File: src/rtl/ultrasonic_echo_presence_detector_core_macros.svh
// ----------------------------------------------------------------------------
// Assertion macros for the ultrasonic echo presence detector
// Each macro expects signals named clock and reset in the calling scope.
// ----------------------------------------------------------------------------
`ifndef ULTRASONIC_ECHO_PRESENCE_DETECTOR_CORE_MACROS_SVH
`define ULTRASONIC_ECHO_PRESENCE_DETECTOR_CORE_MACROS_SVH

// same-cycle implication, checked out of reset
`define UEPD_ASSERT_NOW(LABEL, ANTE, CONS) \
   LABEL: assert property (@(posedge clock) disable iff (reset) (ANTE) |-> (CONS)) \
      else $error("uepd: same-cycle check failed");

// next-cycle implication, checked out of reset
`define UEPD_ASSERT_NEXT(LABEL, ANTE, CONS) \
   LABEL: assert property (@(posedge clock) disable iff (reset) (ANTE) |=> (CONS)) \
      else $error("uepd: next-cycle check failed");

`endif

File: src/rtl/uepd_pkg.sv
// ----------------------------------------------------------------------------
// uepd_pkg
// Shared types, register indexes, reset values and constants of the
// ultrasonic echo presence detector.
// ----------------------------------------------------------------------------
`default_nettype none

package uepd_pkg;

   // field widths
   localparam int TIMEOUT_W  = 16;
   localparam int LIMIT_W    = 16;
   localparam int GAP_W      = 20;
   localparam int TRIGLEN_W  = 8;
   localparam int WIDTH_W    = 16;
   localparam int STATUS_W   = 2;
   localparam int DIST_W     = 19;
   localparam int DIST_MUL_W = 11;
   localparam int PROD_W     = WIDTH_W + DIST_MUL_W;
   localparam int CSR_IDX_W  = 4;
   localparam int CSR_DATA_W = 20;

   // register indexes
   localparam logic [CSR_IDX_W-1:0] CSR_TIMEOUT   = 4'd0;
   localparam logic [CSR_IDX_W-1:0] CSR_PRES_LIM  = 4'd1;
   localparam logic [CSR_IDX_W-1:0] CSR_MIN_GAP   = 4'd2;
   localparam logic [CSR_IDX_W-1:0] CSR_TRIG_LEN  = 4'd3;

   // register reset values
   localparam logic [TIMEOUT_W-1:0] TIMEOUT_RST  = 16'd30000;
   localparam logic [LIMIT_W-1:0]   PRES_LIM_RST = 16'd294;
   localparam logic [GAP_W-1:0]     MIN_GAP_RST  = 20'd60000;
   localparam logic [TRIGLEN_W-1:0] TRIG_LEN_RST = 8'd10;

   // gap counter saturation, distance scale (0.034/2 cm per us * 256 * 256)
   localparam logic [GAP_W-1:0]      GAP_MAX  = 20'hFFFFF;
   localparam logic [DIST_MUL_W-1:0] DIST_MUL = 11'd1114;

   // result status codes
   localparam logic [STATUS_W-1:0] ST_PRESENT = 2'd0;
   localparam logic [STATUS_W-1:0] ST_ABSENT  = 2'd1;
   localparam logic [STATUS_W-1:0] ST_TIMEOUT = 2'd2;

   typedef enum logic [1:0] {
      PH_IDLE,
      PH_TRIG,
      PH_RISE,
      PH_HIGH
   } phase_type;

   typedef struct packed {
      logic [TIMEOUT_W-1:0] timeout_us;
      logic [LIMIT_W-1:0]   presence_limit_us;
      logic [GAP_W-1:0]     min_gap_us;
      logic [TRIGLEN_W-1:0] trigger_len_us;
   } cfg_type;

   // result word, first field in the highest bits
   typedef struct packed {
      logic [DIST_W-1:0]   distance_cm_q8;
      logic [WIDTH_W-1:0]  echo_width_us;
      logic [STATUS_W-1:0] status;
      logic                done_res;
      logic                busy_res;
      logic                trigger;
   } rsp_word_type;

   localparam int RSP_W = $bits(rsp_word_type);

endpackage

`default_nettype wire

File: src/rtl/uepd_csr.sv
// ----------------------------------------------------------------------------
// uepd_csr
// Configuration registers, written through a plain write port.
// ----------------------------------------------------------------------------
`default_nettype none

module uepd_csr (
   input  logic                             clock,
   input  logic                             reset,
   input  logic                             csr_we,
   input  logic [uepd_pkg::CSR_IDX_W-1:0]   csr_index,
   input  logic [uepd_pkg::CSR_DATA_W-1:0]  csr_wdata,
   output uepd_pkg::cfg_type                cfg
);
   import uepd_pkg::*;

   cfg_type cfg_ff;
   cfg_type cfg_in;

   // decode write; unknown indexes are dropped
   always_comb begin
      cfg_in = cfg_ff;
      if (csr_we) begin
         unique case (csr_index)
            CSR_TIMEOUT:  cfg_in.timeout_us        = csr_wdata[TIMEOUT_W-1:0];
            CSR_PRES_LIM: cfg_in.presence_limit_us = csr_wdata[LIMIT_W-1:0];
            CSR_MIN_GAP:  cfg_in.min_gap_us        = csr_wdata[GAP_W-1:0];
            CSR_TRIG_LEN: cfg_in.trigger_len_us    = csr_wdata[TRIGLEN_W-1:0];
            default:      cfg_in = cfg_ff;
         endcase
      end
   end

   always_ff @(posedge clock) begin
      if (reset) begin
         cfg_ff.timeout_us        <= TIMEOUT_RST;
         cfg_ff.presence_limit_us <= PRES_LIM_RST;
         cfg_ff.min_gap_us        <= MIN_GAP_RST;
         cfg_ff.trigger_len_us    <= TRIG_LEN_RST;
      end else begin
         cfg_ff <= cfg_in;
      end
   end

   assign cfg = cfg_ff;

endmodule

`default_nettype wire

File: src/rtl/uepd_ranger.sv
// ----------------------------------------------------------------------------
// uepd_ranger
// Measurement sequencer: request latch, gap timer, trigger pulse, echo
// rise and width timing, and the result word for each tick.
// ----------------------------------------------------------------------------
`default_nettype none

`include "ultrasonic_echo_presence_detector_core_macros.svh"

module uepd_ranger (
   input  logic                   clock,
   input  logic                   reset,
   input  logic                   step_valid,
   input  logic                   start_req,
   input  logic                   echo,
   input  uepd_pkg::cfg_type      cfg,
   output uepd_pkg::rsp_word_type res
);
   import uepd_pkg::*;

   phase_type             phase_ff, phase_in, phase_next;
   logic                  pending_ff, pending_in, pending_next;
   logic [WIDTH_W-1:0]    phase_count_ff, phase_count_in, count_next;
   logic [GAP_W-1:0]      gap_count_ff, gap_count_in, gap_next;
   logic [WIDTH_W-1:0]    last_width_ff, last_width_in, width_next;
   logic [STATUS_W-1:0]   last_status_ff, last_status_in, status_next;
   logic [DIST_W-1:0]     last_dist_ff, last_dist_in, dist_next;

   logic                  pend;
   logic [TRIGLEN_W-1:0]  trig_len;
   logic                  gap_ok;
   logic                  trig_end;
   logic                  cnt_over;
   logic                  near;
   logic [PROD_W-1:0]     dist_prod;
   logic [DIST_W-1:0]     dist_new;
   logic                  trig;
   logic                  done;

   // conditions on the current state
   assign pend      = pending_ff | start_req;
   assign trig_len  = (cfg.trigger_len_us == '0) ? TRIGLEN_W'(1) : cfg.trigger_len_us;
   assign gap_ok    = gap_count_ff >= cfg.min_gap_us;
   assign trig_end  = phase_count_ff >= {{(WIDTH_W-TRIGLEN_W){1'b0}}, trig_len};
   assign cnt_over  = phase_count_ff >= cfg.timeout_us;
   assign near      = phase_count_ff < cfg.presence_limit_us;

   // distance of a width that ends now
   assign dist_prod = {{DIST_MUL_W{1'b0}}, phase_count_ff} *
                      {{WIDTH_W{1'b0}}, DIST_MUL};
   assign dist_new  = dist_prod[PROD_W-1:8];

   // next phase
   always_comb begin
      phase_next = phase_ff;
      unique case (phase_ff)
         PH_IDLE: if (pend && gap_ok) phase_next = PH_TRIG;
         PH_TRIG: if (trig_end) phase_next = PH_RISE;
         PH_RISE: begin
            if (echo) phase_next = PH_HIGH;
            else if (cnt_over) phase_next = PH_IDLE;
         end
         PH_HIGH: if (!echo || cnt_over) phase_next = PH_IDLE;
         default: phase_next = PH_IDLE;
      endcase
   end

   // counters, latched result and pin outputs
   always_comb begin
      pending_next = pend;
      count_next   = phase_count_ff;
      gap_next     = gap_count_ff;
      width_next   = last_width_ff;
      status_next  = last_status_ff;
      dist_next    = last_dist_ff;
      trig         = 1'b0;
      done         = 1'b0;
      unique case (phase_ff)
         PH_IDLE: begin
            if (pend && gap_ok) begin
               pending_next = 1'b0;
               count_next   = WIDTH_W'(1);
               trig         = 1'b1;
            end else if (gap_count_ff != GAP_MAX) begin
               gap_next = gap_count_ff + GAP_W'(1);
            end
         end
         PH_TRIG: begin
            if (trig_end) begin
               count_next = '0;
            end else begin
               count_next = phase_count_ff + WIDTH_W'(1);
               trig       = 1'b1;
            end
         end
         PH_RISE: begin
            if (echo) begin
               count_next = WIDTH_W'(1);
            end else if (cnt_over) begin
               status_next = ST_TIMEOUT;
               width_next  = '0;
               dist_next   = '0;
               count_next  = '0;
               gap_next    = '0;
               done        = 1'b1;
            end else begin
               count_next = phase_count_ff + WIDTH_W'(1);
            end
         end
         PH_HIGH: begin
            if (!echo) begin
               status_next = near ? ST_PRESENT : ST_ABSENT;
               width_next  = phase_count_ff;
               dist_next   = dist_new;
               count_next  = '0;
               gap_next    = '0;
               done        = 1'b1;
            end else if (cnt_over) begin
               status_next = ST_TIMEOUT;
               width_next  = '0;
               dist_next   = '0;
               count_next  = '0;
               gap_next    = '0;
               done        = 1'b1;
            end else begin
               count_next = phase_count_ff + WIDTH_W'(1);
            end
         end
         default: begin
            count_next = '0;
         end
      endcase
   end

   // state advances only on a tick
   assign phase_in       = step_valid ? phase_next   : phase_ff;
   assign pending_in     = step_valid ? pending_next : pending_ff;
   assign phase_count_in = step_valid ? count_next   : phase_count_ff;
   assign gap_count_in   = step_valid ? gap_next     : gap_count_ff;
   assign last_width_in  = step_valid ? width_next   : last_width_ff;
   assign last_status_in = step_valid ? status_next  : last_status_ff;
   assign last_dist_in   = step_valid ? dist_next    : last_dist_ff;

   always_ff @(posedge clock) begin
      if (reset) begin
         phase_ff       <= PH_IDLE;
         pending_ff     <= 1'b0;
         phase_count_ff <= '0;
         gap_count_ff   <= GAP_MAX;
         last_width_ff  <= '0;
         last_status_ff <= ST_PRESENT;
         last_dist_ff   <= '0;
      end else begin
         phase_ff       <= phase_in;
         pending_ff     <= pending_in;
         phase_count_ff <= phase_count_in;
         gap_count_ff   <= gap_count_in;
         last_width_ff  <= last_width_in;
         last_status_ff <= last_status_in;
         last_dist_ff   <= last_dist_in;
      end
   end

   // result word of this tick
   always_comb begin
      res.trigger        = trig;
      res.busy_res       = pending_next || (phase_next != PH_IDLE);
      res.done_res       = done;
      res.status         = status_next;
      res.echo_width_us  = width_next;
      res.distance_cm_q8 = dist_next;
   end

   // checks
   `UEPD_ASSERT_NEXT(a_done_restarts_gap, step_valid && res.done_res, gap_count_ff == '0)
   `UEPD_ASSERT_NOW(a_trigger_in_trig_phase, step_valid && res.trigger, phase_next == PH_TRIG)
   `UEPD_ASSERT_NOW(a_timeout_zero_width, last_status_ff == ST_TIMEOUT, last_width_ff == '0 && last_dist_ff == '0)

endmodule

`default_nettype wire

File: src/rtl/uepd_out_queue.sv
// ----------------------------------------------------------------------------
// uepd_out_queue
// Two-word result queue between the sequencer and the result channel.
// ----------------------------------------------------------------------------
`default_nettype none

module uepd_out_queue (
   input  logic                          clock,
   input  logic                          reset,
   input  logic                          push,
   input  uepd_pkg::rsp_word_type        push_word,
   output logic                          full,
   output logic                          rsp_tvalid,
   input  logic                          rsp_tready,
   output logic [uepd_pkg::RSP_W-1:0]    rsp_tdata
);
   import uepd_pkg::*;

   rsp_word_type mem_ff [2];
   logic         wr_ptr_ff, wr_ptr_in;
   logic         rd_ptr_ff, rd_ptr_in;
   logic [1:0]   count_ff, count_in;
   logic         pop;

   assign pop        = rsp_tvalid && rsp_tready;
   assign rsp_tvalid = count_ff != 2'd0;
   assign full       = count_ff == 2'd2;
   assign rsp_tdata  = mem_ff[rd_ptr_ff];

   // pointer and fill bookkeeping
   always_comb begin
      wr_ptr_in = push ? ~wr_ptr_ff : wr_ptr_ff;
      rd_ptr_in = pop  ? ~rd_ptr_ff : rd_ptr_ff;
      count_in  = count_ff + {1'b0, push} - {1'b0, pop};
   end

   always_ff @(posedge clock) begin
      if (reset) begin
         wr_ptr_ff <= 1'b0;
         rd_ptr_ff <= 1'b0;
         count_ff  <= 2'd0;
      end else begin
         wr_ptr_ff <= wr_ptr_in;
         rd_ptr_ff <= rd_ptr_in;
         count_ff  <= count_in;
      end
   end

   // storage
   always_ff @(posedge clock) begin
      if (push) begin
         mem_ff[wr_ptr_ff] <= push_word;
      end
   end

endmodule

`default_nettype wire

File: src/rtl/ultrasonic_echo_presence_detector_core.sv
// ----------------------------------------------------------------------------
// ultrasonic_echo_presence_detector_core
// Ultrasonic ranging and presence detector, one sensor per instance.
//
//   channel  dir  handshake           word layout (low bit first)
//   req_     in   tvalid/tready       start_req, echo, 6 zero bits
//   rsp_     out  tvalid/tready       trigger, busy_res, done_res, status[2],
//                                     echo_width_us[16], distance_cm_q8[19]
//   csr_     in   we only             csr_index selects, csr_wdata holds value
//
// One word per cycle while the result queue has room: an input register,
// the sequencer logic, then a two-word result queue. A request is held in
// the input register, and its result word is valid once written into the queue.
// Synchronous reset returns all registers to their defaults.
// A stalled result side fills the queue; req_tready drops once the queue
// is full and the input register holds a word.
// ----------------------------------------------------------------------------
`default_nettype none

module ultrasonic_echo_presence_detector_core (
   input  logic                             clock,
   input  logic                             reset,
   // request: start_req, echo
   input  logic                             req_tvalid,
   output logic                             req_tready,
   input  logic [7:0]                       req_tdata,
   // result: trigger, busy_res, done_res, status, echo_width_us, distance_cm_q8
   output logic                             rsp_tvalid,
   input  logic                             rsp_tready,
   output logic [uepd_pkg::RSP_W-1:0]       rsp_tdata,
   // configuration
   input  logic                             csr_we,
   input  logic [uepd_pkg::CSR_IDX_W-1:0]   csr_index,
   input  logic [uepd_pkg::CSR_DATA_W-1:0]  csr_wdata
);
   import uepd_pkg::*;

   cfg_type      cfg;
   rsp_word_type step_word;
   logic         q_full;
   logic         accept;
   logic         advance;
   logic         s1_valid_ff, s1_valid_in;
   logic         s1_start_ff, s1_start_in;
   logic         s1_echo_ff, s1_echo_in;

   // input register handshake
   assign advance    = s1_valid_ff && !q_full;
   assign req_tready = !s1_valid_ff || !q_full;
   assign accept     = req_tvalid && req_tready;

   always_comb begin
      s1_valid_in = accept ? 1'b1 : (advance ? 1'b0 : s1_valid_ff);
      s1_start_in = accept ? req_tdata[0] : s1_start_ff;
      s1_echo_in  = accept ? req_tdata[1] : s1_echo_ff;
   end

   always_ff @(posedge clock) begin
      if (reset) begin
         s1_valid_ff <= 1'b0;
      end else begin
         s1_valid_ff <= s1_valid_in;
      end
   end

   always_ff @(posedge clock) begin
      s1_start_ff <= s1_start_in;
      s1_echo_ff  <= s1_echo_in;
   end

   uepd_csr u_csr (
      .clock     (clock),
      .reset     (reset),
      .csr_we    (csr_we),
      .csr_index (csr_index),
      .csr_wdata (csr_wdata),
      .cfg       (cfg)
   );

   uepd_ranger u_ranger (
      .clock      (clock),
      .reset      (reset),
      .step_valid (advance),
      .start_req  (s1_start_ff),
      .echo       (s1_echo_ff),
      .cfg        (cfg),
      .res        (step_word)
   );

   uepd_out_queue u_out_queue (
      .clock      (clock),
      .reset      (reset),
      .push       (advance),
      .push_word  (step_word),
      .full       (q_full),
      .rsp_tvalid (rsp_tvalid),
      .rsp_tready (rsp_tready),
      .rsp_tdata  (rsp_tdata)
   );

endmodule

`default_nettype wire

File: config.mk
export PLATFORM = sky130hd
export DESIGN_NAME = ultrasonic_echo_presence_detector_core
export DESIGN_NICKNAME = d
export VERILOG_FILES = /design/src/rtl/uepd_pkg.sv /design/src/rtl/uepd_csr.sv /design/src/rtl/uepd_ranger.sv /design/src/rtl/uepd_out_queue.sv /design/src/rtl/ultrasonic_echo_presence_detector_core.sv
export VERILOG_INCLUDE_DIRS = /design/src /design/src/rtl
export SDC_FILE = /design/constraint.sdc
export NUM_CORES = 1
export LEC_CHECK = 0
export ABC_AREA = 1
export BUFFER_PORTS_ARGS = -buffer_cell sky130_fd_sc_hd__buf_2
export CELL_PAD_IN_SITES_DETAIL_PLACEMENT = 2
export CELL_PAD_IN_SITES_GLOBAL_PLACEMENT = 2
export CORE_ASPECT_RATIO = 0.7
export CORE_UTILIZATION = 34
export DETAILED_ROUTE_END_ITERATION = 6
export PLACE_DENSITY = 0.86
export SETUP_SLACK_MARGIN = 0.4
export SLEW_MARGIN = 15
export SYNTH_ARGS = -nofsm -noshare
export SYNTH_HDL_FRONTEND = slang
export SYNTH_SLANG_ARGS = --single-unit
export TNS_END_PERCENT = 50
File: constraint.sdc
create_clock -name clock -period 4.56 [get_ports clock]
set_clock_uncertainty 0.1 [all_clocks]
set_input_delay 0.684 -clock clock [delete_from_list [all_inputs] [get_ports clock]]
set_output_delay 0.684 -clock clock [all_outputs]
set_load 0.01 [all_outputs]
==> flow_metrics.tcl <==
set metrics [dict create \
    layout_setup_ws_ns -0.765 \
    path_max_fanout 5 \
    die_w_um 247 \
    io_buffers 72 \
    worst_pin_slew_ns 1.24 \
    cp_num_buf_inv 5 \
    initial_core_util 0.347 \
    power_leakage_nw 8.45 \
    period_share 1.17 \
    final_area_mm2 0.0177 \
    synthDominantCellAreaShare 0.199 \
    place_area_mm2 0.0155 \
    grt_start_max_net_pins 93 \
    yosysSeqAreaShare 0.371 \
    viasPerCell 6.34 \
    ys_warn_count 0 \
    period_needed_ns 5.32 \
    setup_violations 45 \
    status "finished, violations left" \
    slew_viol_final 0 \
    ir_worst_vdd_uv 370 \
    synth-edff-count 82 \
    dr.pass1.iters 5 \
    async_reset_ff_frac 0 \
    post_route_cells_drive_above_1_share 0.265 \
    rsz0062_at_grt "yes" \
    power_mw 7.41 \
    area_growth_pct 24.1 \
    die_area_mm2 0.0429 \
    drcViolationCount 0 \
    cts_buffers 26 \
    wirelength_um 85200 \
    synthCells 1732 \
    r2r-start "u_ranger.phase_count_ff[12]$_SDFFE_PP0P_" \
    wire_per_inst_um 35.1 \
    ant_nets 0 \
    grt_usage 0.344 \
    fin_nets 2088 \
    synth_area_leaders "dfxtp_1 20%, edfxtp_1 17%, ha_1 13%" \
    grt_pass1_vias 16100 \
    slew_headroom 0.174 \
    synth_common_cells "310 x nand2_1, 236 x inv_1, 158 x nor2_1, 154 x ha_1, 153 x a21oi_1" \
    ys.flop_type "dfxtp_1" \
    syn_avg_cell_area_um2 8.25 \
    cts.sinks 224 \
    antenna_found_initial 1 \
    cp_slowest_cell "fa_1" \
    dr.first_iter.drc_count 1759 \
    startpoint_type "flop" \
    clock.fmax_ghz 0.188 \
    setup.worst_path.start "u_ranger.phase_count_ff[12]$_SDFFE_PP0P_" \
    place.gp.congestion 0.860 \
    violations "setup timing" \
    worst_path_dominant_cell_family "adder cells" \
    ys_seq_elements 224 \
    clk_path_buf_depth 3 \
    cp.arrival_ns 5.56 \
    cp_cell_sequence "inv_2 -> ha_1 -> ha_1 -> fa_1 -> inv_1 -> fa_1 -> fa_1 -> inv_1 -> ha_4 -> nand2_2 -> nor2_2 -> inv_2 -> nor2_1 -> nand2_1 -> nand2_2 -> nand2_1 -> nand3_2 -> buf_4 -> nand2_1" \
    htree_levels 1 \
    maxCapViolCount 0 \
    final_hold_viol_count 0 \
    hp-start "req_tdata[1]" \
    synth_cell_type_count 48 \
    critPathKind "reg -> reg" \
    cts_tree "yes" \
    max_stage_delay_ns 0.84 \
    hold_buffers 0 \
    synth_fp_nets 1956 \
    die_h_um 174 \
    num_io_pins 79 \
    rows 62 \
    hold_class "in -> reg" \
    core_area_mm2 0.0412 \
    root_buffer "clkbuf_16" \
    required_ns 4.80 \
    synth_most_common_cell "nand2_1" \
    grt-ovfl-total 0 \
    clock_latency_ns 0.61 \
    p_per_area_mw_per_mm2 417 \
    yosysTopAreaCell "dfxtp_1" \
    vias 15400 \
    cp-end-kind "flop" \
    syn_area_mm2 0.0143 \
    grt_pass1_wl_um 109000 \
    path_clk_slew_ns 0.09 \
    hpwl_um 39100 \
]
[metal layers]
metal	GRT usage	wire, µm	up-vias
met4	0.189	6810	0
met3	0.0543	7570	459
li1	-	-	6018
met5	0	0	-
met1	0.423	32100	7751
met2	0.573	38700	1165
[flip-flops by register name, summed over array words and instances (netlist names), named ones only]
signal                   count
u_out_queue.mem_ff          80
u_csr.cfg                   60
u_ranger.gap_count_ff       20
u_ranger.last_dist_ff       19
u_ranger.last_width_ff      16
u_ranger.phase_count_ff     16
u_out_queue.count_ff         2
u_ranger.last_status_ff      2
u_ranger.phase_ff            2
s1_echo_ff                   1
s1_start_ff                  1
s1_valid_ff                  1
u_out_queue.rd_ptr_ff        1
u_out_queue.wr_ptr_ff        1
u_ranger.pending_ff          1
[worst reg2reg max path: stages (launching register included)]
cell and delay (ns):
dfxtp_4 0.39, inv_2 0.07, ha_1 0.31, ha_1 0.33
fa_1 0.54, inv_1 0.08, fa_1 0.50, fa_1 0.84
inv_1 0.18, ha_4 0.36, nand2_2 0.16, nor2_2 0.17
inv_2 0.10, nor2_1 0.12, nand2_1 0.14, nand2_2 0.20
nand2_1 0.11, nand3_2 0.13, buf_4 0.14, nand2_1 0.08
[kinds of logic (layout without fill, tap and decap cells)]
group,count (synthesis),after routing,share of synthesized area
and+or+nand+nor,682,682,0.217
adders and majority gates,187,187,0.181
buffers and inverters,296,448,0.0834
DFF,224,224,0.371
xor gates and xnor gates,19,19,0.0116
other,0,1,0
muxes,40,40,0.0315
AOI/OAI and AO/OA,284,284,0.104
[what timing repair did]
action | CTS | global route
pin swaps | 57 | 64
endpoints found under the setup margin | 57 | 55
resized for setup | 165 | 100
buffers inserted | 20 | 16
[layout make-up]
| type | count | area [µm²] |
|---|---|---|
| fillers | 4422 | 23400 |
| well taps | 544 | 681 |
| clock buffers | 32 | 734 |
| inverters | 242 | 913 |
| diodes | 1 | 2.50 |
| clock inverters | 16 | 183 |
| multi-input cells | 1212 | 8830 |
| repair buffers | 158 | 1050 |
| flip-flops and latches | 224 | 5350 |
[placed cells by master, fill, tap and decap left out, types with 29 or more instances in the layout]
cell type	instances
nand2_1	257
inv_1	211
a21oi_1	140
nor2_1	137
dfxtp_1	128
ha_1	123
nand3_1	102
o21ai_0	89
edfxtp_1	82
buf_4	78
buf_2	71
nand2_2	41
mux2_2	40
nand3_2	36
inv_2	29
[worst paths after layout]
path,cells after the start,slack [ns],to
worst min-delay path,1,0.17,s1_echo_ff$_DFFE_PP_
worst min register to register,1,0.37,flop
worst max-delay path,19,-0.76,u_out_queue.mem_ff[0][31]$_DFFE_PP_
worst max register to register,19,-0.76,u_out_queue.mem_ff[0][31]$_DFFE_PP_
[power by group]
group	switching (mW)	internal, mW
combinational	1.60	0.712
sequential	0.317	2.34
clock	1.11	1.32
[metrics by stage]
step / setup slack [ns] / setup TNS [ns] / cells / util / hold WS [ns]
after floorplan: 0.405 / 0 / 1732 / - / 0.325
after global placement: 0.0711 / 0 / 2344 / 0.375 / 0.327
after detailed placement: -0.172 / -2.99 / 2344 / 0.375 / 0.365
after CTS: 0.201 / 0 / 2412 / 0.417 / 0.174
after global routing: -0.718 / -19.43 / 2428 / 0.431 / 0.171
final: -0.765 / -21.56 / 2429 / 0.431 / 0.170
Note: power is estimated with default switching activity, not from simulation.
